### config.mk
export PLATFORM = sky130hd
export DESIGN_NAME = pnm_header_parser_core
export DESIGN_NICKNAME = d
export VERILOG_FILES = /design/src/sv/pnm_pkg.sv /design/src/sv/pnm_parse.sv /design/src/sv/pnm_region.sv /design/src/sv/pnm_header_parser_core.sv
export VERILOG_INCLUDE_DIRS = /design/src /design/src/sv
export SDC_FILE = /design/constraint.sdc
export NUM_CORES = 1
export LEC_CHECK = 0
export BUFFER_PORTS_ARGS = -buffer_cell sky130_fd_sc_hd__buf_2
export CAP_MARGIN = 20
export CORE_UTILIZATION = 55
export CTS_CLUSTER_DIAMETER = 150
export DETAILED_ROUTE_END_ITERATION = 10
export GPL_ROUTABILITY_DRIVEN = 0
export PLACE_DENSITY = 0.75
export SLEW_MARGIN = 20
export SYNTH_ARGS = -nofsm -noshare
export SYNTH_HDL_FRONTEND = slang
export SYNTH_SLANG_ARGS = --single-unit
### constraint.sdc
create_clock -name i_clk -period 8.55 [get_ports i_clk]
set_input_delay 1.2825 -clock i_clk [delete_from_list [all_inputs] [get_ports i_clk]]
set_output_delay 1.2825 -clock i_clk [all_outputs]
set_load 0.005 [all_outputs]
### src/sv/assert_macros.svh
// Assertion macros shared by the header parser RTL.
`ifndef ASSERT_MACROS_SVH
`define ASSERT_MACROS_SVH

`ifndef NO_ASSERTIONS

// Check a property on every rising clock edge outside reset.
`define ASSERT_CLK(label, clk, rst_n, prop) \
    label: assert property (@(posedge clk) disable iff (!rst_n) prop) \
        else $error("assertion failed");

// Check that a condition never holds outside reset.
`define ASSERT_NEVER(label, clk, rst_n, cond) \
    label: assert property (@(posedge clk) disable iff (!rst_n) !(cond)) \
        else $error("forbidden condition seen");

`else

`define ASSERT_CLK(label, clk, rst_n, prop)
`define ASSERT_NEVER(label, clk, rst_n, cond)

`endif

`endif

### src/sv/pnm_pkg.sv
// Types and constants shared by the header parser modules.
package pnm_pkg;

    // Parse phases of the byte-level header scanner
    typedef enum logic [2:0] {
        PH_SEEK_P,
        PH_TYPE,
        PH_SEEK_W,
        PH_WIDTH,
        PH_SEEK_H,
        PH_HEIGHT,
        PH_DONE
    } t_phase;

    // Result status codes
    typedef enum logic [1:0] {
        ST_OK      = 2'd0,
        ST_UNKNOWN = 2'd1,
        ST_TRUNC   = 2'd2
    } t_status;

    // Configuration register indexes
    typedef enum logic [2:0] {
        REG_X_MIN = 3'd0,
        REG_X_MAX = 3'd1,
        REG_Y_MIN = 3'd2,
        REG_Y_MAX = 3'd3,
        REG_Z_MIN = 3'd4,
        REG_Z_MAX = 3'd5
    } t_reg_idx;

    localparam int REG_W = 18;

    // Characters of interest
    localparam logic [7:0] CHR_HASH = 8'h23;
    localparam logic [7:0] CHR_P    = 8'h50;
    localparam logic [7:0] CHR_0    = 8'h30;
    localparam logic [7:0] CHR_1    = 8'h31;
    localparam logic [7:0] CHR_5    = 8'h35;
    localparam logic [7:0] CHR_6    = 8'h36;
    localparam logic [7:0] CHR_9    = 8'h39;
    localparam logic [7:0] CHR_LF   = 8'h0A;

    // Samples per pixel
    localparam logic [1:0] COMP_NONE = 2'd0;
    localparam logic [1:0] COMP_GREY = 2'd1;
    localparam logic [1:0] COMP_RGB  = 2'd3;

    typedef logic signed [REG_W-1:0] t_coord;

    // Header classification travelling with a parsed header
    typedef struct packed {
        t_status    status;
        logic [1:0] components;
    } t_hdr_info;

    // Requested volume of interest
    typedef struct packed {
        t_coord x_min;
        t_coord x_max;
        t_coord y_min;
        t_coord y_max;
        t_coord z_min;
        t_coord z_max;
    } t_voi;

    // Checked region
    typedef struct packed {
        t_coord x_min;
        t_coord x_max;
        t_coord y_min;
        t_coord y_max;
        logic   replaced;
    } t_region;

endpackage

### src/sv/pnm_parse.sv
// Byte-level header scanner: phase machine, number accumulators, header request register.
`include "assert_macros.svh"

module pnm_parse
    import pnm_pkg::*;
#(
    parameter int DIM_BITS = 16
) (
    input  logic                i_clk,
    input  logic                i_rst_n,
    input  logic                i_in_valid,
    output logic                o_in_ready,
    input  logic [7:0]          i_byte,
    input  logic                i_first,
    input  logic                i_last,
    output logic                o_ev_valid,
    input  logic                i_ev_ready,
    output t_hdr_info           o_ev_info,
    output logic [DIM_BITS-1:0] o_ev_w,
    output logic [DIM_BITS-1:0] o_ev_h
);

    // Multiply by ten and add a digit, saturating at the all-ones value
    function automatic logic [DIM_BITS-1:0] f_acc(input logic [DIM_BITS-1:0] acc,
                                                  input logic [7:0] c);
        logic [DIM_BITS+3:0] prod;
        prod = ({4'b0000, acc} << 3) + ({4'b0000, acc} << 1)
             + {{DIM_BITS{1'b0}}, c[3:0]};
        if (|prod[DIM_BITS+3:DIM_BITS])
            return {DIM_BITS{1'b1}};
        return prod[DIM_BITS-1:0];
    endfunction

    t_phase              r_phase, n_phase;
    logic                r_comment, n_comment;
    logic [7:0]          r_type, n_type;
    logic [DIM_BITS-1:0] r_w, n_w;
    logic [DIM_BITS-1:0] r_h, n_h;

    logic                r_ev_valid;
    t_hdr_info           r_ev_info;
    logic [DIM_BITS-1:0] r_ev_w;
    logic [DIM_BITS-1:0] r_ev_h;

    t_phase              eff_phase;
    logic                eff_comment;
    logic                have_char;
    logic                is_digit;
    logic                is_nz_digit;
    logic                emit;
    t_hdr_info           ev_info;
    logic [DIM_BITS-1:0] ev_w;
    logic [DIM_BITS-1:0] ev_h;
    logic                accept;

    assign o_in_ready = !r_ev_valid || i_ev_ready;
    assign accept     = i_in_valid && o_in_ready;
    assign is_digit    = (i_byte >= CHR_0) && (i_byte <= CHR_9);
    assign is_nz_digit = (i_byte >= CHR_1) && (i_byte <= CHR_9);

    // Hold the parse state; a new file byte restarts it through the next-state logic
    always_ff @(posedge i_clk) begin
        if (!i_rst_n) begin
            r_phase   <= PH_SEEK_P;
            r_comment <= 1'b0;
            r_type    <= '0;
            r_w       <= '0;
            r_h       <= '0;
        end else if (accept) begin
            r_phase   <= n_phase;
            r_comment <= n_comment;
            r_type    <= n_type;
            r_w       <= n_w;
            r_h       <= n_h;
        end
    end

    // Next state and header request for the byte on the input
    always_comb begin
        eff_phase   = i_first ? PH_SEEK_P : r_phase;
        eff_comment = i_first ? 1'b0 : r_comment;
        n_phase     = eff_phase;
        n_comment   = eff_comment;
        n_type      = i_first ? 8'h00 : r_type;
        n_w         = i_first ? '0 : r_w;
        n_h         = i_first ? '0 : r_h;
        have_char   = 1'b0;
        emit        = 1'b0;

        // Strip comments; the closing newline counts as a character
        if (eff_phase != PH_DONE) begin
            if (eff_comment) begin
                if (i_byte == CHR_LF) begin
                    n_comment = 1'b0;
                    have_char = 1'b1;
                end
            end else if (i_byte == CHR_HASH) begin
                n_comment = 1'b1;
            end else begin
                have_char = 1'b1;
            end
        end

        if (have_char) begin
            case (eff_phase)
                PH_SEEK_P: begin
                    if (i_byte == CHR_P)
                        n_phase = PH_TYPE;
                end
                PH_TYPE: begin
                    n_type  = i_byte;
                    n_phase = PH_SEEK_W;
                end
                PH_SEEK_W: begin
                    if (is_nz_digit) begin
                        n_w     = f_acc('0, i_byte);
                        n_phase = PH_WIDTH;
                    end
                end
                PH_WIDTH: begin
                    if (is_digit)
                        n_w = f_acc(n_w, i_byte);
                    else
                        n_phase = PH_SEEK_H;
                end
                PH_SEEK_H: begin
                    if (is_nz_digit) begin
                        n_h     = f_acc('0, i_byte);
                        n_phase = PH_HEIGHT;
                    end
                end
                PH_HEIGHT: begin
                    if (is_digit) begin
                        n_h = f_acc(n_h, i_byte);
                    end else begin
                        emit    = 1'b1;
                        n_phase = PH_DONE;
                    end
                end
                default: begin
                    n_phase = eff_phase;
                end
            endcase
        end

        // Classify the finished header
        ev_w = n_w;
        ev_h = n_h;
        if (n_type == CHR_5) begin
            ev_info.status     = ST_OK;
            ev_info.components = COMP_GREY;
        end else if (n_type == CHR_6) begin
            ev_info.status     = ST_OK;
            ev_info.components = COMP_RGB;
        end else begin
            ev_info.status     = ST_UNKNOWN;
            ev_info.components = COMP_NONE;
        end

        // End of stream closes an open height or reports a truncated header
        if (!emit && i_last && eff_phase != PH_DONE) begin
            emit = 1'b1;
            if (n_phase != PH_HEIGHT) begin
                ev_info.status     = ST_TRUNC;
                ev_info.components = COMP_NONE;
                ev_w               = '0;
                ev_h               = '0;
            end
            n_phase = PH_DONE;
        end
    end

    // Hold the header request until the region stage takes it
    always_ff @(posedge i_clk) begin
        if (!i_rst_n) begin
            r_ev_valid <= 1'b0;
        end else if (accept && emit) begin
            r_ev_valid <= 1'b1;
        end else if (i_ev_ready) begin
            r_ev_valid <= 1'b0;
        end
    end

    always_ff @(posedge i_clk) begin
        if (accept && emit) begin
            r_ev_info <= ev_info;
            r_ev_w    <= ev_w;
            r_ev_h    <= ev_h;
        end
    end

    assign o_ev_valid = r_ev_valid;
    assign o_ev_info  = r_ev_info;
    assign o_ev_w     = r_ev_w;
    assign o_ev_h     = r_ev_h;

    `ASSERT_CLK(a_emit_done, i_clk, i_rst_n, $rose(r_ev_valid) |-> r_phase == PH_DONE)
    `ASSERT_CLK(a_trunc_zero, i_clk, i_rst_n, (r_ev_valid && r_ev_info.status == ST_TRUNC) |-> (r_ev_w == '0 && r_ev_h == '0))
    `ASSERT_CLK(a_ok_dims, i_clk, i_rst_n, (r_ev_valid && r_ev_info.status == ST_OK) |-> (r_ev_w != '0 && r_ev_h != '0))

endmodule

### src/sv/pnm_region.sv
// Region check against the parsed extent and the result output register.
`include "assert_macros.svh"

module pnm_region
    import pnm_pkg::*;
#(
    parameter int DIM_BITS = 16
) (
    input  logic                i_clk,
    input  logic                i_rst_n,
    input  logic                i_ev_valid,
    output logic                o_ev_ready,
    input  t_hdr_info           i_ev_info,
    input  logic [DIM_BITS-1:0] i_ev_w,
    input  logic [DIM_BITS-1:0] i_ev_h,
    input  t_voi                i_voi,
    input  logic                i_out_ready,
    output logic                o_out_valid,
    output t_hdr_info           o_out_info,
    output logic [DIM_BITS-1:0] o_out_w,
    output logic [DIM_BITS-1:0] o_out_h,
    output t_region             o_out_region
);

    localparam int CMP_W = ((DIM_BITS > REG_W) ? DIM_BITS : REG_W) + 1;

    logic                    r_out_valid;
    t_hdr_info               r_out_info;
    logic [DIM_BITS-1:0]     r_out_w;
    logic [DIM_BITS-1:0]     r_out_h;
    t_region                 r_out_region;

    logic signed [CMP_W-1:0] w_s, h_s, xmax_s, ymax_s, wm1, hm1;
    logic                    any_req;
    logic                    out_of_range;
    t_region                 n_region;
    logic                    take;

    assign o_ev_ready = !r_out_valid || i_out_ready;
    assign take       = i_ev_valid && o_ev_ready;

    // Compare the request with the image extent
    always_comb begin
        w_s    = $signed({{(CMP_W-DIM_BITS){1'b0}}, i_ev_w});
        h_s    = $signed({{(CMP_W-DIM_BITS){1'b0}}, i_ev_h});
        xmax_s = $signed({{(CMP_W-REG_W){i_voi.x_max[REG_W-1]}}, i_voi.x_max});
        ymax_s = $signed({{(CMP_W-REG_W){i_voi.y_max[REG_W-1]}}, i_voi.y_max});
        wm1    = w_s - $signed(CMP_W'(1));
        hm1    = h_s - $signed(CMP_W'(1));
        any_req = (|i_voi.x_min) || (|i_voi.x_max) || (|i_voi.y_min)
               || (|i_voi.y_max) || (|i_voi.z_min) || (|i_voi.z_max);
        out_of_range = i_voi.x_min[REG_W-1] || (xmax_s >= w_s)
                    || i_voi.y_min[REG_W-1] || (ymax_s >= h_s);

        n_region = '0;
        if (i_ev_info.status == ST_OK) begin
            if (any_req && out_of_range) begin
                n_region.x_min    = '0;
                n_region.x_max    = wm1[REG_W-1:0];
                n_region.y_min    = '0;
                n_region.y_max    = hm1[REG_W-1:0];
                n_region.replaced = 1'b1;
            end else begin
                n_region.x_min    = i_voi.x_min;
                n_region.x_max    = i_voi.x_max;
                n_region.y_min    = i_voi.y_min;
                n_region.y_max    = i_voi.y_max;
                n_region.replaced = 1'b0;
            end
        end
    end

    // Hold the result until the receiver takes it
    always_ff @(posedge i_clk) begin
        if (!i_rst_n) begin
            r_out_valid <= 1'b0;
        end else if (take) begin
            r_out_valid <= 1'b1;
        end else if (i_out_ready) begin
            r_out_valid <= 1'b0;
        end
    end

    always_ff @(posedge i_clk) begin
        if (take) begin
            r_out_info   <= i_ev_info;
            r_out_w      <= i_ev_w;
            r_out_h      <= i_ev_h;
            r_out_region <= n_region;
        end
    end

    assign o_out_valid  = r_out_valid;
    assign o_out_info   = r_out_info;
    assign o_out_w      = r_out_w;
    assign o_out_h      = r_out_h;
    assign o_out_region = r_out_region;

    `ASSERT_CLK(a_repl_origin, i_clk, i_rst_n, (r_out_valid && r_out_region.replaced) |-> (r_out_region.x_min == '0 && r_out_region.y_min == '0))
    `ASSERT_CLK(a_repl_ok, i_clk, i_rst_n, (r_out_valid && r_out_region.replaced) |-> r_out_info.status == ST_OK)
    `ASSERT_CLK(a_err_empty, i_clk, i_rst_n, (r_out_valid && r_out_info.status != ST_OK) |-> (r_out_region == '0 && r_out_info.components == COMP_NONE))

endmodule

### src/sv/pnm_header_parser_core.sv
// Top level of the binary greymap/pixmap header parser.
//
// Input stream: one file byte per request on s_axis. tdata carries the byte,
// tuser marks the first byte of a file (restarts parsing), tlast the last one.
// Output stream: at most one result per file on m_axis, sent when the height
// field ends, or on the last byte if the header is cut short. tuser carries the
// status; tdata carries the dimensions, samples per pixel and checked region.
// Configuration: write i_cfg_wdata to register i_cfg_addr while i_cfg_we is
// high (x_min, x_max, y_min, y_max, z_min, z_max); write only while idle.
// Throughput: one byte per cycle while s_axis_tready is high.
// A result passes through the header request register, then the output register.
// Reset clears the parser to its search for the magic letter, clears all
// region registers and empties both stages. When the receiver stalls, the
// result waits in the output register; bytes keep flowing until a second
// header waits behind it, then s_axis_tready drops.
module pnm_header_parser_core
    import pnm_pkg::*;
#(
    parameter int DIM_BITS = 16,
    localparam int OUT_BITS = 2 * DIM_BITS + 75,
    localparam int TDATA_W  = ((OUT_BITS + 7) / 8) * 8
) (
    input  logic               i_clk,
    input  logic               i_rst_n,
    // Input stream
    input  logic               s_axis_tvalid,
    output logic               s_axis_tready,
    input  logic [7:0]         s_axis_tdata,   // data_byte
    input  logic               s_axis_tlast,   // end_of_stream
    input  logic               s_axis_tuser,   // first_byte
    // Output stream
    output logic               m_axis_tvalid,
    input  logic               m_axis_tready,
    // image_width, image_height, components, region_x_min, region_x_max,
    // region_y_min, region_y_max, region_replaced, zero fill
    output logic [TDATA_W-1:0] m_axis_tdata,
    output logic [1:0]         m_axis_tuser,   // status
    // Configuration write port
    input  logic               i_cfg_we,
    input  logic [2:0]         i_cfg_addr,
    input  logic [REG_W-1:0]   i_cfg_wdata
);

    t_voi                r_voi;
    logic                ev_valid;
    logic                ev_ready;
    t_hdr_info           ev_info;
    logic [DIM_BITS-1:0] ev_w;
    logic [DIM_BITS-1:0] ev_h;
    t_hdr_info           out_info;
    logic [DIM_BITS-1:0] out_w;
    logic [DIM_BITS-1:0] out_h;
    t_region             out_region;

    // Region request registers
    always_ff @(posedge i_clk) begin
        if (!i_rst_n) begin
            r_voi <= '0;
        end else if (i_cfg_we) begin
            case (t_reg_idx'(i_cfg_addr))
                REG_X_MIN: r_voi.x_min <= i_cfg_wdata;
                REG_X_MAX: r_voi.x_max <= i_cfg_wdata;
                REG_Y_MIN: r_voi.y_min <= i_cfg_wdata;
                REG_Y_MAX: r_voi.y_max <= i_cfg_wdata;
                REG_Z_MIN: r_voi.z_min <= i_cfg_wdata;
                REG_Z_MAX: r_voi.z_max <= i_cfg_wdata;
                default:   r_voi       <= r_voi;
            endcase
        end
    end

    pnm_parse #(
        .DIM_BITS (DIM_BITS)
    ) u_parse (
        .i_clk      (i_clk),
        .i_rst_n    (i_rst_n),
        .i_in_valid (s_axis_tvalid),
        .o_in_ready (s_axis_tready),
        .i_byte     (s_axis_tdata),
        .i_first    (s_axis_tuser),
        .i_last     (s_axis_tlast),
        .o_ev_valid (ev_valid),
        .i_ev_ready (ev_ready),
        .o_ev_info  (ev_info),
        .o_ev_w     (ev_w),
        .o_ev_h     (ev_h)
    );

    pnm_region #(
        .DIM_BITS (DIM_BITS)
    ) u_region (
        .i_clk        (i_clk),
        .i_rst_n      (i_rst_n),
        .i_ev_valid   (ev_valid),
        .o_ev_ready   (ev_ready),
        .i_ev_info    (ev_info),
        .i_ev_w       (ev_w),
        .i_ev_h       (ev_h),
        .i_voi        (r_voi),
        .i_out_ready  (m_axis_tready),
        .o_out_valid  (m_axis_tvalid),
        .o_out_info   (out_info),
        .o_out_w      (out_w),
        .o_out_h      (out_h),
        .o_out_region (out_region)
    );

    // Pack the result, first field in the low bits
    assign m_axis_tuser = out_info.status;
    assign m_axis_tdata = {{(TDATA_W-OUT_BITS){1'b0}},
                           out_region.replaced,
                           out_region.y_max,
                           out_region.y_min,
                           out_region.x_max,
                           out_region.x_min,
                           out_info.components,
                           out_h,
                           out_w};

endmodule
### Word level (Yosys, flattened, before mapping)

Cells that the tools add are included.

| word-level totals | value |
|---|---|
| latch bits | 0 |
| bits in registers | 299 |
| logic and storage cells | 163 |
| output and inout port bits | 116 |
| bits of input ports | 36 |
| memory bits (writable) | 0 |
| memory bits (read-only) | 0 |
| memories | 0 |

| cells by class | value |
|---|---|
| bitwise operators | 1 |
| $lt $le $gt $ge | 5 |
| shift-type cells | 0 |
| multipliers | 0 |
| equal/unequal tests | 17 |
| reduce and logical (&&, ||, !) cells | 41 |
| $add $sub $neg | 6 |
| divide/modulo/power cells | 0 |
| multiplexer cells | 67 |

Operators by type and width:

| operator | count |
|---|---|
| 16-bit two-way mux | 18 |
| 18-bit OR reduction | 6 |
| 16-bit one-hot mux with 2 select lines | 2 |
| 55-bit two-way mux | 1 |
| 19-bit by 17-bit adder with 20-bit output | 2 |
| 20-bit by 4-bit adder with 20-bit output | 2 |
| 18-bit by 17-bit greater-or-equal comparator with 1-bit output | 2 |
| 16-bit by 1-bit subtractor with 17-bit output (second input constant) | 2 |
| 1-bit two-way mux | 30 |
| 3-bit two-way mux | 9 |
| 8-bit by 6-bit equality test with 1-bit output (second input constant) | 3 |
| 8-bit two-way mux | 3 |
| 3-bit one-hot mux with 6 select lines | 1 |
| 8-bit by 6-bit greater-or-equal comparator with 1-bit output (second input constant) | 2 |
| 3-bit by 2-bit equality test with 1-bit output (second input constant) | 4 |
| 3-bit equality test (second input constant) | 4 |
| 4-bit two-way mux | 3 |
| 2-bit AND reduction | 6 |
| 1-bit logical OR | 10 |
| 8-bit by 4-bit equality test with 1-bit output (second input constant) | 1 |
| 8-bit by 7-bit equality test with 1-bit output (second input constant) | 1 |
| 8-bit by 6-bit less-or-equal comparator with 1-bit output (second input constant) | 1 |
| 1-bit logical AND | 8 |
| 4-bit OR reduction | 2 |
| other kinds (8) | 14 |

### Longest topological paths before layout

Gate-level depths: netlist of the first run.

| logic depth | value |
|---|---|
| word-level depth | 14 |
| mapped depth | 17 |
| mapped depth without buffers | 15 |

### By module

Synthesis of the first run repeated with hierarchy kept, for this count alone.

| unflattened totals | value |
|---|---|
| cell total of the unflattened synthesis | 1584 |
| area, all modules | 15942.8 µm² |

By module, submodules not included:

| module | times used | cells each | area an instance (µm²) |
|---|---|---|---|
| pnm_parse | 1 | 745 | 6263.5 |
| pnm_region | 1 | 459 | 5719.2 |
| pnm_header_parser_core | 1 | 380 | 3960.0 |

### Least setup slack after synthesis of the first run

No wires, ideal clock.

| timing path | value |
|---|---|
| kind | input-to-reg |
| start point | in m_axis_tready |
| end point | reg u_region.r_out_h[0], in the netlist u_region.o_out_h[0], enable pin |
| setup time | 0.591 ns |
| buffers on the path | 0 |
| setup slack | 1.786 ns |
| arrival | 6.173 ns |
| stages | 2 |
| cells stage by stage | nor2b_1 > nor2b_1 |

| on the way | value |
|---|---|
| cells in the longest elaborated chain, start to end | 2 |

Ends and longest elaborated chain:

| item | line | text |
|---|---|---|
| start: declaration | pnm_header_parser_core.sv:33 | `input logic m_axis_tready,` |
| 1-bit logical OR | pnm_region.sv:39 | `assign o_ev_ready = !r_out_valid \|\| i_out_ready;` |
| 1-bit logical AND | pnm_region.sv:40 | `assign take = i_ev_valid && o_ev_ready;` |
| net u_region.take | pnm_region.sv:37 | `logic take;` |
| end signal: assignment | pnm_region.sv:88 | `r_out_h <= i_ev_h;` |
| end: declaration | pnm_region.sv:30 | `logic [DIM_BITS-1:0] r_out_h;` |

The timed path passes the listed nets, and every way through them passes these cells.
A chain may end at the register's enable or synchronous reset.

### Worst setup path after layout of the first run

| timing path | value |
|---|---|
| start point | in s_axis_tuser |
| end point | reg u_parse.r_ev_h[12], in the netlist u_parse.o_ev_h[12], data pin |

| on the way | value |
|---|---|
| cells in the longest elaborated chain, start to end | 14 |

Ends and longest elaborated chain:

| item | line | text |
|---|---|---|
| start: declaration | pnm_header_parser_core.sv:30 | `input logic s_axis_tuser,` |
| 16-bit two-way mux | pnm_parse.sv:86 | `n_h = i_first ? '0 : r_h;` |
| 19-bit by 17-bit adder with 20-bit output | pnm_parse.sv:27 | `prod = ({4'b0000, acc} << 3) + ({4'b0000, acc} << 1)` |
| 20-bit by 4-bit adder with 20-bit output | pnm_parse.sv:28 | `+ {{DIM_BITS{1'b0}}, c[3:0]};` |
| 4-bit OR reduction | pnm_parse.sv:29 | `if (\|prod[DIM_BITS+3:DIM_BITS])` |
| 1-bit two-way mux | pnm_parse.sv:29 |  |
| 1-bit two-way mux | pnm_parse.sv:133 | `if (is_digit) begin` |
| 1-bit two-way mux | pnm_parse.sv:105 | `case (eff_phase)` |
| 1-bit two-way mux | pnm_parse.sv:104 | `if (have_char) begin` |
| 16-bit two-way mux | pnm_parse.sv:31 | `return prod[DIM_BITS-1:0];` |
| 16-bit two-way mux | pnm_parse.sv:133 |  |
| 16-bit one-hot mux with 2 select lines | pnm_parse.sv:105 |  |
| 16-bit two-way mux | pnm_parse.sv:104 |  |
| 16-bit two-way mux | pnm_parse.sv:163 | `if (n_phase != PH_HEIGHT) begin` |
| 16-bit two-way mux * | pnm_parse.sv:161 | `if (!emit && i_last && eff_phase != PH_DONE) begin` |
| net u_parse.ev_h[12] | pnm_parse.sv:53 | `logic [DIM_BITS-1:0] ev_h;` |
| end signal: assignment | pnm_parse.sv:188 | `r_ev_h <= ev_h;` |
| end: declaration | pnm_parse.sv:43 | `logic [DIM_BITS-1:0] r_ev_h;` |

The timed path passes the listed nets; every way through them passes the cells marked *. The select of a mux whose other input is x is not followed.

==> results.md, run 1 <==
* Status: completed
* Global route overflow at 0
* Commonest non-fill, non-tap cell in the layout: nand2_1
* Post-DR vias/cell at slightly above 6
* Vias in the first global route at approximately 13000
* Die Y-Extent at 174.1 µm
* Setup TNS at 0 ps
* Crit Path Max Fanout at 42
* Row cnt at 62
* Clock skew at around 28 ps
* Post-CTS setup buffers at 0
* Root Driver: clkbuf_16
* Layout Area Growth over Synthesis at 11.58%
* Slew HR at 0.2722
* Mapped Area at 0.01629 mm²
* Pwr dens at ~170 mW/mm²
* Die W at approximately 170 µm
* Initial Utilization at 0.5629
* DR vias at between 10000 and 15000
* Power, Total at a little over 0.003 W
* Seq/Total Area, Yosys at 0.4566
* Final hold vios at 0
* Crit path kind: input pin to flip-flop
* Clock Tree Buf Depth at 3
* Max capacitance violation total at 0
* Worst-margin pin slew at roughly 1100 ps
* Distinct cells, synth at 84
* Post-detailed-route count of antenna-violating nets at 0
* Crit share post-route at 0.6089
* Slew Limit Fails at 0
* Post-CTS Resized at 0
* CTS sink cnt at around 300
* Initial DRC Count at 1403
* Wirelength per Cell at 18.79 µm
* Hold crit path type: flip-flop to flip-flop
* Peak supply drop at 0.1482 mV
* DP HPWL at around 31000 µm
* Post-synth EDFFs at ~150
* Syn Inst Count at around 1800
* Ys Warns at 0
* Input/output buffers at 146
* Post-route DRC at 0
* Clock Latency Late Sink at between 500 and 600 ps
* H-tree Lvls at 1
* PnR worst setup slack at between 3000 and 4000 ps
* Synthesized flop and latch total at 299
* CTS clock-pin slew for the worst setup and hold paths at 70 ps
* Final min period at between 5000 and 6000 ps
* Final WL at around 43000 µm
* Core area at between 0.02 and 0.03 mm²
* Mapped Avg Cell Area at around 9.2 µm²
* Leak at roughly 7.3 nW
* Die area at slightly above 0.03 mm²
* Required time worst endpoint at 8820 ps
* Nets at slightly above 2000
* 1st-pass router iterations at 6
* Initial antenna violation count at 0
* RSZ-0062 raised after global routing: false
* Ys flop type: dfxtp_1
* Layout cells sized above 1 at 0.1292
* First-pass GRT wire length at 68320 µm
* Pre-CTS setup slack at between 2000 and 3000 ps
* Footprint of the multi-input gates at 0.008223 mm²
* CTS buffer count at 31
* Io pins at between 150 and 200
* Storage cell area at between 0.007 and 0.008 mm²
* Total GRT Usage at 0.2787
* CP arrival at approximately 5500 ps
* N_diodes at 0
* Worst Setup End Kind: flip-flop
* Fillcell total at 2394
* Max Clk Rate at 0.1921 GHz
* Largest net degree at the start of global routing at around 110
* TritonCTS clock tree: done
* Post-synth ARST share at 0
* Most frequent cells in the layout: nand2_1 (361), a21oi_1 (191), dfxtp_1 (154)
* Critical Path Start Type: input pin
* Setup Viol. Count Final at 0
* CTS Hold Bufs at 0
cell usage after synthesis (all sizes together) (11+ instances only):
cell	count	area, µm²
and3	13	81.33
nor3	23	115.1
a31oi	12	96.34
nand4	18	112.6
nor2b	37	231.5
nor3b	12	112.6
o21ai	54	277.8
dfxtp	154	3083
nor2	88	347.8
a21oi	192	960.9
a21o	24	180.2
xor2	12	105.1
nand3	41	205.2
clkbuf	58	217.7
and2	44	275.3
mux2i	30	300.3
inv	63	236.5
o211ai	27	242.7
nand2b	11	68.82
a22oi	14	105.1
nand2	361	1355
a211oi	20	150.1
ha	96	1201
nor4	37	246.5
edfxtp	145	4354
buf	36	220.2
xnor2	38	332.8
worst max-delay path, stage by stage:
cell       delay [ps]
buf_2              80
buf_4             450
clkinv_1          420
nand2_1           220
inv_1              80
ha_1              280
ha_1              190
inv_1              70
fa_1              400
nand2b_1          190
a21oi_1           240
o211ai_1          180
a21o_1            230
a2111oi_4         510
o21ai_2           160
nor2_4            310
a311oi_1          160
logic make-up after synthesis:
family,count (synthesis),share of synthesized area
simple gates,712,0.2066
compound gates,429,0.1727
flops,299,0.4566
buf+inv,158,0.04163
fa+ha+maj,98,0.07620
xor+xnor,50,0.02689
mux,31,0.01913
other cells,1,0.0002302
report_power, final:
part	switching (W)	internal, W
logic	0.000156	0.0000692
clock network	0.000579	0.000728
registers	0.0000247	0.00153
total	0.000760	0.00233
flip-flops by register name, summed over array words and instances, names as in the netlist:
register	count
u_parse.r_h	16
u_parse.o_ev_valid	1
u_parse.r_phase	3
u_parse.r_w	16
u_parse.o_ev_info	4
u_region.o_out_region	73
u_parse.o_ev_w	16
u_region.o_out_h	16
u_parse.o_ev_h	16
u_parse.r_type	8
u_parse.r_comment	1
u_region.o_out_valid	1
r_voi	108
u_region.o_out_info	4
u_region.o_out_w	16
worst paths after layout:
kind / startpoint / end / slack [ps] / depth (start not counted)
setup reg to reg: u_parse.r_h[0]$_SDFFE_PN0P_ / u_parse.o_ev_h[12]$_DFFE_PP_ / 4640 / 13
hold / removal: u_parse.o_ev_info[1]$_DFFE_PP_ / u_region.o_out_info[1]$_DFFE_PP_ / 420 / 0
hold reg to reg: u_parse.o_ev_info[1]$_DFFE_PP_ / u_region.o_out_info[1]$_DFFE_PP_ / 420 / 0
setup / recovery: s_axis_tuser / u_parse.o_ev_h[12]$_DFFE_PP_ / 3340 / 17
per-layer routing:
layer	vias up	part of all wire	GRT usage
met3	108	0.075	0.03543
met1	6604	0.42	0.3729
met2	617	0.47	0.4623
met5	-	0	0
li1	6591	-	-
met4	0	0.038	0.1031
area by class of cell:
type	instances	share of cell area
flip-flops and latches	299	0.4092
clock inverters	15	0.005025
clock buffers	42	0.04888
multi-input cells	1327	0.4524
well taps	384	0.02644
repair buffers	157	0.04475
inverters	64	0.01329
stage by stage:
stage                     cells    util  cell area, µm²  hold WS [ps]
after floorplan            1784       -           16310         400.3
after global placement     2231  0.5942           17190         402.8
after detailed placement   2231  0.5942           17190         414.0
after CTS                  2288  0.6280           18170         428.9
after global routing       2288  0.6281           18170         438.1
final                      2288  0.6281           18170         422.7
(Power assumes the default switching activity.)
==> run 2, diff against run 1 <==
- ABC_AREA: default -> 1
- PLACE_DENSITY: 0.75 -> 0.78
- clock period: 8.55 -> 4.6 ns (I/O delays scaled with it)
==> results.md, run 2 <==
* Post-DR vias/cell at 5.639 (was 6.084)
* Largest stage delay on the critical path at 450 ps (was 510 ps)
* Post-detailed-route count of antenna-violating nets at 0 (unchanged)
* Total GRT Usage at 0.2778 (was 0.2787)
* Biggest register: r_voi (unchanged)
* Critical Path Slowest Stage Cell: fa_1 (was a2111oi_4)
* Wirelength per Cell at 16.34 µm (was 18.79 µm)
* Largest net degree at the start of global routing at 80 (was 109)
* Peak supply drop at 0.2715 mV (was 0.1482 mV)
* H-tree Lvls at 1 (unchanged)
* Die W at 177.3 µm (was 174.1 µm)
* Syn Inst Count at 2196 (was 1778)
* Mapped Avg Cell Area at 7.700 µm² (was 9.161 µm²)
* N_diodes at 0 (unchanged)
* Max capacitance violation total at 0 (unchanged)
* Final instance area at 0.01897 mm² (was 0.01817 mm²)
* Storage cell area at 0.007437 mm² (unchanged)
* CTS Hold Bufs at 0 (unchanged)
* Most frequent cell after synthesis: nand2_1 (unchanged)
* Dominant cell type by area after synthesis: edfxtp_1 (unchanged)
* Root Driver: clkbuf_16 (unchanged)
* CP cell instances: buf_2 -> nor2_1 -> xor2_1 -> inv_1 -> ha_1 -> inv_1 -> fa_1 -> inv_1 -> nand3_1 -> nand2_1 -> nand2_1 -> nand2_1 -> nand2_1 -> nand3_1 -> nand2_1 -> nor2_2 -> nand2_1 -> buf_4 -> o21ai_1 -> a21oi_1 (was buf_2 -> buf_4 -> clkinv_1 -> nand2_1 -> inv_1 -> ha_1 -> ha_1 -> inv_1 -> fa_1 -> nand2b_1 -> a21oi_1 -> o211ai_1 -> a21o_1 -> a2111oi_4 -> o21ai_2 -> nor2_4 -> a311oi_1)
* Post-CTS setup buffers at 0 (unchanged)
* DR vias at 15380 (was 13920)
* Initial DRC Count at 1625 (was 1403)
* Slew HR at 0.2193 (was 0.2722)
* First-pass GRT wire length at 70060 µm (was 68320 µm)
* Max Clk Rate at between 0.2 and 0.3 GHz
* CP arrival at 3870 ps (was 5470 ps)
* DP HPWL at 31970 µm (was 30550 µm)
* Crit Path Max Fanout at 21 (was 42)
* Die area at 0.03145 mm² (was 0.03031 mm²)
* Vias in the first global route at 14080 (was 12980)
* Clock Latency Late Sink at 570 ps (about the same)
* Fin util at 0.6334 (was 0.6281)
* Mapped Area at 0.01691 mm² (was 0.01629 mm²)
* Row cnt at 63 (was 62)
* DP Area at 0.01792 mm² (was 0.01719 mm²)
* Leak at 8.862 nW (was 7.286 nW)
* Crit share post-route at 0.7728
* Hold crit path type: flip-flop to flip-flop (unchanged)
* Die Y-Extent at 177.3 µm (was 174.1 µm)
* Post-synth EDFFs at 145 (unchanged)
* Initial antenna violation count at 0 (unchanged)
* Worst Setup End Kind: flip-flop (unchanged)
* Setup Viol. Count Final at 0 (unchanged)
* Setup TNS at 0 ps (unchanged)
* TritonCTS clock tree: done (unchanged)
* 1st-pass router iterations at 6 (unchanged)
* Pwr dens at 325.0 mW/mm² (was 169.9 mW/mm²)
* Input/output buffers at 146 (unchanged)
* Layout Area Growth over Synthesis at 12.21% (was 11.58%)
* Fillcell total at 2586 (was 2394)
* Critical Path Start Type: input pin (unchanged)
* Worst hold slack at 432.7 ps (was 422.7 ps)
* Crit path kind: input pin to flip-flop (unchanged)
* Footprint of the multi-input gates at 0.007928 mm² (was 0.008223 mm²)
* Max FFs per register at 108 (unchanged)
* Core area at 0.02995 mm² (was 0.02894 mm²)
* Status: completed (unchanged)
* Worst-margin pin slew at 1167 ps (was 1092 ps)
* Slew Limit Fails at 0 (unchanged)
* Global route overflow at 0 (unchanged)
* Synth top area cells: edfxtp_1 (26%), dfxtp_1 (18%), nand2_1 (9.7%) (was edfxtp_1 (27%), dfxtp_1 (19%), nand2_1 (8.3%))
* Distinct cells, synth at 45 (was 84)
* Final min period at 3555 ps
* Synthesized flop and latch total at 299 (unchanged)
* Required time worst endpoint at 4910 ps (was 8820 ps)
* Post-route DRC at 0 (unchanged)
* Initial Utilization at 0.5645 (was 0.5629)
* Layout cells sized above 1 at 0.1215 (was 0.1292)
* CTS clock-pin slew for the worst setup and hold paths at 60 ps (was 70 ps)
* Commonest non-fill, non-tap cell in the layout: nand2_1 (unchanged)
* RSZ-0062 raised after global routing: false (unchanged)
* Top cells by count, synth: nand2_1 (435), inv_1 (290), nor2_1 (279) (was nand2_1 (361), a21oi_1 (192), dfxtp_1 (154))
* Seq/Total Area, Yosys at 0.4398 (was 0.4566)
* Post-synth ARST share at 0 (unchanged)
* Final hold vios at 0 (unchanged)
* Final WL at 44570 µm (was 42980 µm)
* Worst path most repeated cell: nand2_1
* Io pins at 152 (unchanged)
* Clock skew at 18.55 ps (was 28.00 ps)
* Post-CTS Resized at 0 (unchanged)
* Share of the synthesized area in the top cell type at 0.2575 (was 0.2673)
* CTS buffer count at 30 (was 31)
* Clock Tree Buf Depth at 3 (unchanged)
* Nets at 2447 (was 2014)
* Most frequent cells in the layout: nand2_1 (435), inv_1 (289), nor2_1 (278) (was nand2_1 (361), a21oi_1 (191), dfxtp_1 (154))
* CTS sink cnt at 299 (unchanged)
* Ys flop type: dfxtp_1 (unchanged)
* Ys Warns at 0 (unchanged)
run 2: area by class of cell:
class / count / share of cell area
clock buffers: 40 / 0.04537
clock inverters: 16 / 0.008507
repair buffers: 171 / 0.05078
flip-flops and latches: 299 / 0.3920
well taps: 390 / 0.02572
inverters: 301 / 0.05981
multi-input cells: 1510 / 0.4178
run 2: per-layer routing:
layer | vias up | share of wire | GRT usage
met4 | 0 | 0.032 | 0.08974
met5 | - | 0 | 0
met3 | 132 | 0.087 | 0.03363
met1 | 7017 | 0.41 | 0.3630
met2 | 746 | 0.47 | 0.4767
li1 | 7483 | - | -
run 2: worst paths after layout:
kind                            slack [ps]                           start                               end  depth (start not counted)
worst min-delay path                   430  u_parse.o_ev_info[1]$_DFFE_PP_  u_region.o_out_info[1]$_DFFE_PP_                          0
worst max register to register        1200     u_parse.r_h[0]$_SDFFE_PN0P_      u_parse.o_ev_h[15]$_DFFE_PP_                         20
worst max-delay path                  1050                    s_axis_tuser      u_parse.o_ev_h[15]$_DFFE_PP_                         20
worst min register to register         430  u_parse.o_ev_info[1]$_DFFE_PP_  u_region.o_out_info[1]$_DFFE_PP_                          0
run 2: through the flow:
step / cells / setup WS, ps / total power, W
finish: 2727 / 1045 / 0.006166
global route: 2727 / 726.9 / 0.006374
CTS: 2726 / 1014 / 0.006169
detailed placement: 2670 / 436.2 / 0.003716
global placement: 2670 / 559.9 / 0.003691
floorplan: 2202 / 235.9 / 0.003491
run 2: power breakdown:
part / internal (W) / switching, W / total (W)
logic: 0.000223 / 0.000506 / 0.000729
registers: 0.00289 / 0.0000611 / 0.00295
clock network: 0.00144 / 0.00104 / 0.00248
total: 0.00455 / 0.00161 / 0.00617
run 2: kinds of logic (layout without fill, tap and decap cells):
group / after synthesis / after routing / synth area share
AOI/OAI and AO/OA: 385 / 385 / 0.1240
buffers and inverters: 393 / 528 / 0.09405
xor gates and xnor gates: 39 / 39 / 0.02020
other: 1 / 7 / 0.0002218
DFF: 299 / 299 / 0.4398
adders and majority gates: 98 / 98 / 0.07341
and+or+nand+nor: 981 / 981 / 0.2483
run 2: worst max-delay path, delay by kind of cell:
family                     cells  cell delay, ps
and+or+nand+nor               10            1290
adders and majority gates      2             750
buffers and inverters          5             700
AOI/OAI and AO/OA              2             260
xor gates and xnor gates       1             170
==> run 3, diff against run 2 <==
- PLACE_DENSITY: 0.78 -> 0.75
- clock period: 4.6 -> 3.34 ns (I/O delays scaled with it)
==> results.md, run 3 (synthesis results as in run 2) <==
* Fillcell total at 2545 (was 2586)
* Required time worst endpoint at 3620 ps (was 4910 ps)
* Layout Area Growth over Synthesis at 16.49% (was 12.21%)
* Worst Setup End Kind: flip-flop (unchanged)
* Clock skew at 9.884 ps (was 18.55 ps)
* TritonCTS clock tree: done (unchanged)
* Inst Count DP at 2763 (was 2670)
* Die area at 0.03145 mm² (unchanged)
* Hold crit path type: input pin to flip-flop (was flip-flop to flip-flop)
* CTS clock-pin slew for the worst setup and hold paths at 70 ps (was 60 ps)
* DP HPWL at 33090 µm (was 31970 µm)
* Footprint of the multi-input gates at 0.007968 mm² (was 0.007928 mm²)
* Most frequent cells in the layout: nand2_1 (430), inv_1 (289), nor2_1 (272) (was nand2_1 (435), inv_1 (289), nor2_1 (278))
* Global route overflow at 0 (unchanged)
* Initial Utilization at 0.5645 (unchanged)
* Critical Path Start Type: flip-flop (was input pin)
* DR vias at 15550 (was 15380)
* Crit Path Max Fanout at 10 (was 21)
* Wirelength per Cell at 15.88 µm (was 16.34 µm)
* First-pass GRT wire length at 72040 µm (was 70060 µm)
* RSZ-0062 raised after global routing: true (was false)
* Post-CTS setup buffers at 0 (unchanged)
* Io pins at 152 (unchanged)
* CTS buffer count at 28 (was 30)
* Slew Limit Fails at 0 (unchanged)
* Fin util at 0.6576 (was 0.6334)
* Final WL at 44750 µm (was 44570 µm)
* Input/output buffers at 146 (unchanged)
* CTS sink cnt at 299 (unchanged)
* Root Driver: clkbuf_16 (unchanged)
* Worst r2r src: u_parse.r_w[0]$_SDFFE_PN0P_ (was u_parse.r_h[0]$_SDFFE_PN0P_)
* Biggest register: r_voi (unchanged)
* Final min period at 3083 ps
* Max capacitance violation total at 0 (unchanged)
* P_int at 0.006294 W (was 0.004554 W)
* Initial DRC Count at 1291 (was 1625)
* Reg power frac at 0.478 (was 0.479)
* CTS Hold Bufs at 0 (unchanged)
* Die W at 177.3 µm (unchanged)
* Net Sw Power at 0.002210 W (was 0.001612 W)
* Max FFs per register at 108 (unchanged)
* Final hold vios at 0 (unchanged)
* Crit share post-route at 0.9232
* 1st-pass router iterations at 6 (unchanged)
* Clock Latency Late Sink at 540 ps (was 570 ps)
* Total GRT Usage at 0.2835 (was 0.2778)
* Nets at 2539 (was 2447)
* M1 GR Usage at 0.3736 (was 0.3630)
* DP Area at 0.01863 mm² (was 0.01792 mm²)
* Sw Ratio at 0.2599 (was 0.2614)
* Core area at 0.02995 mm² (unchanged)
* Pwr dens at 431.7 mW/mm² (was 325.0 mW/mm²)
* Crit path kind: flip-flop to flip-flop (was input pin to flip-flop)
* Die Y-Extent at 177.3 µm (unchanged)
* CP arrival at 3360 ps (was 3870 ps)
* Non-Filler Instances at 2817 (was 2727)
* Post-detailed-route count of antenna-violating nets at 0 (unchanged)
* Row cnt at 63 (unchanged)
* Met3 usage at 0.03449 (was 0.03363)
* Layout cells sized above 1 at 0.1615 (was 0.1215)
* Max Clk Rate at between 0.3 and 0.4 GHz
* N_diodes at 0 (unchanged)
* Initial antenna violation count at 0 (unchanged)
* Clock share of power at 0.396 (was 0.403)
* Worst-margin pin slew at 851.4 ps (was 1167 ps)
* Final instance area at 0.01970 mm² (was 0.01897 mm²)
* Commonest non-fill, non-tap cell in the layout: nand2_1 (unchanged)
* H-tree Lvls at 1 (unchanged)
* Largest net degree at the start of global routing at 110 (was 80)
* Post-route DRC at 0 (unchanged)
* Leak at 9.320 nW (was 8.862 nW)
* Vias in the first global route at 14530 (was 14080)
* Post-CTS Resized at 0 (unchanged)
* Busiest grt layer: met2 (unchanged)
* Hold_sp: m_axis_tready (was u_parse.o_ev_info[1]$_DFFE_PP_)
* Post-DR vias/cell at 5.519 (was 5.639)
* Status: completed (unchanged)
* Peak supply drop at 0.4116 mV (was 0.2715 mV)
* Crit path launch: u_parse.r_w[0]$_SDFFE_PN0P_ (was s_axis_tuser)
* Comb power frac at 0.126 (was 0.118)
* Met2 Usage GRT at 0.4717 (was 0.4767)
* Slew HR at 0.4318 (was 0.2193)
* Setup Viol. Count Final at 0 (unchanged)
* Storage cell area at 0.007437 mm² (unchanged)
* Clock Tree Buf Depth at 3 (unchanged)
-- run 3: cell count changes in the layout (fill, tap and decap cells not counted), sizes merged --
cell / previous run / this run
buf: 171 / 265
clkbuf: 40 / 34
clkinv: 11 / 12
clkinvlp: 1 / 3
inv: 303 / 302
-- run 3: worst paths after layout --
check             slack [ps]                                end  cells after the start
setup reg to reg         260       u_parse.o_ev_w[15]$_DFFE_PP_                     21
hold / removal           260  u_region.o_out_valid$_SDFFE_PN0P_                      4
hold reg to reg          440   u_region.o_out_info[1]$_DFFE_PP_                      0
setup / recovery         260       u_parse.o_ev_w[15]$_DFFE_PP_                     21
-- run 3: power by group through the flow --
stage,clock network (W),logic [W],registers [W]
2_1_floorplan,0,0.000683,0.00412
3_3_place_gp,0,0.00102,0.00414
3_5_place_dp,0,0.00104,0.00414
4_1_cts,0.00340,0.00105,0.00406
5_1_grt,0.00354,0.00119,0.00408
6_report,0.00337,0.00107,0.00407
-- run 3: critical path: stages, from the launching register on --
cell and delay, ps:
dfxtp_1 310, inv_1 60, nor2_2 130, xor2_1 150, inv_1 50, ha_1 160, o21bai_1 150, ha_1 280
or2_2 300, nand3_1 90, nand2_1 110, nand2_1 110, nand2_1 50, nand2_1 60, nand2_1 60, nor2_2 140
buf_4 190, nand3_1 80, nand2_1 100, nand2_1 60, nand2_1 80, a21oi_1 90
-- run 3: through the flow --
| step | hold WS (ps) | total power [W] | setup TNS, ps | worst slack, ps |
|---|---|---|---|---|
| finish | 264.2 | 0.008504 | 0 | 256.6 |
| global route | 291.9 | 0.008806 | -17.95 | -9.035 |
| CTS | 250.2 | 0.008518 | 0 | 192.9 |
| detailed placement | 430.0 | 0.005188 | -5755 | -216.0 |
| global placement | 404.9 | 0.005155 | -901.9 | -99.33 |
| floorplan | 400.3 | 0.004806 | 0 | 55.09 |
-- run 3: metal layers --
metal | vias up | routed length (µm)
li1 | 7665 | -
met1 | 7146 | 19080
met2 | 617 | 20850
met3 | 119 | 3090
met4 | 0 | 1729
met5 | - | 0
-- run 3: layout make-up --
cell class	instances	area share
timing repair buffer	265	0.08461
clock buffer	34	0.04212
tap	390	0.02477
sequential	299	0.3776
inverter	301	0.05762
clock inverter	18	0.008766
multi-input combinational	1510	0.4045
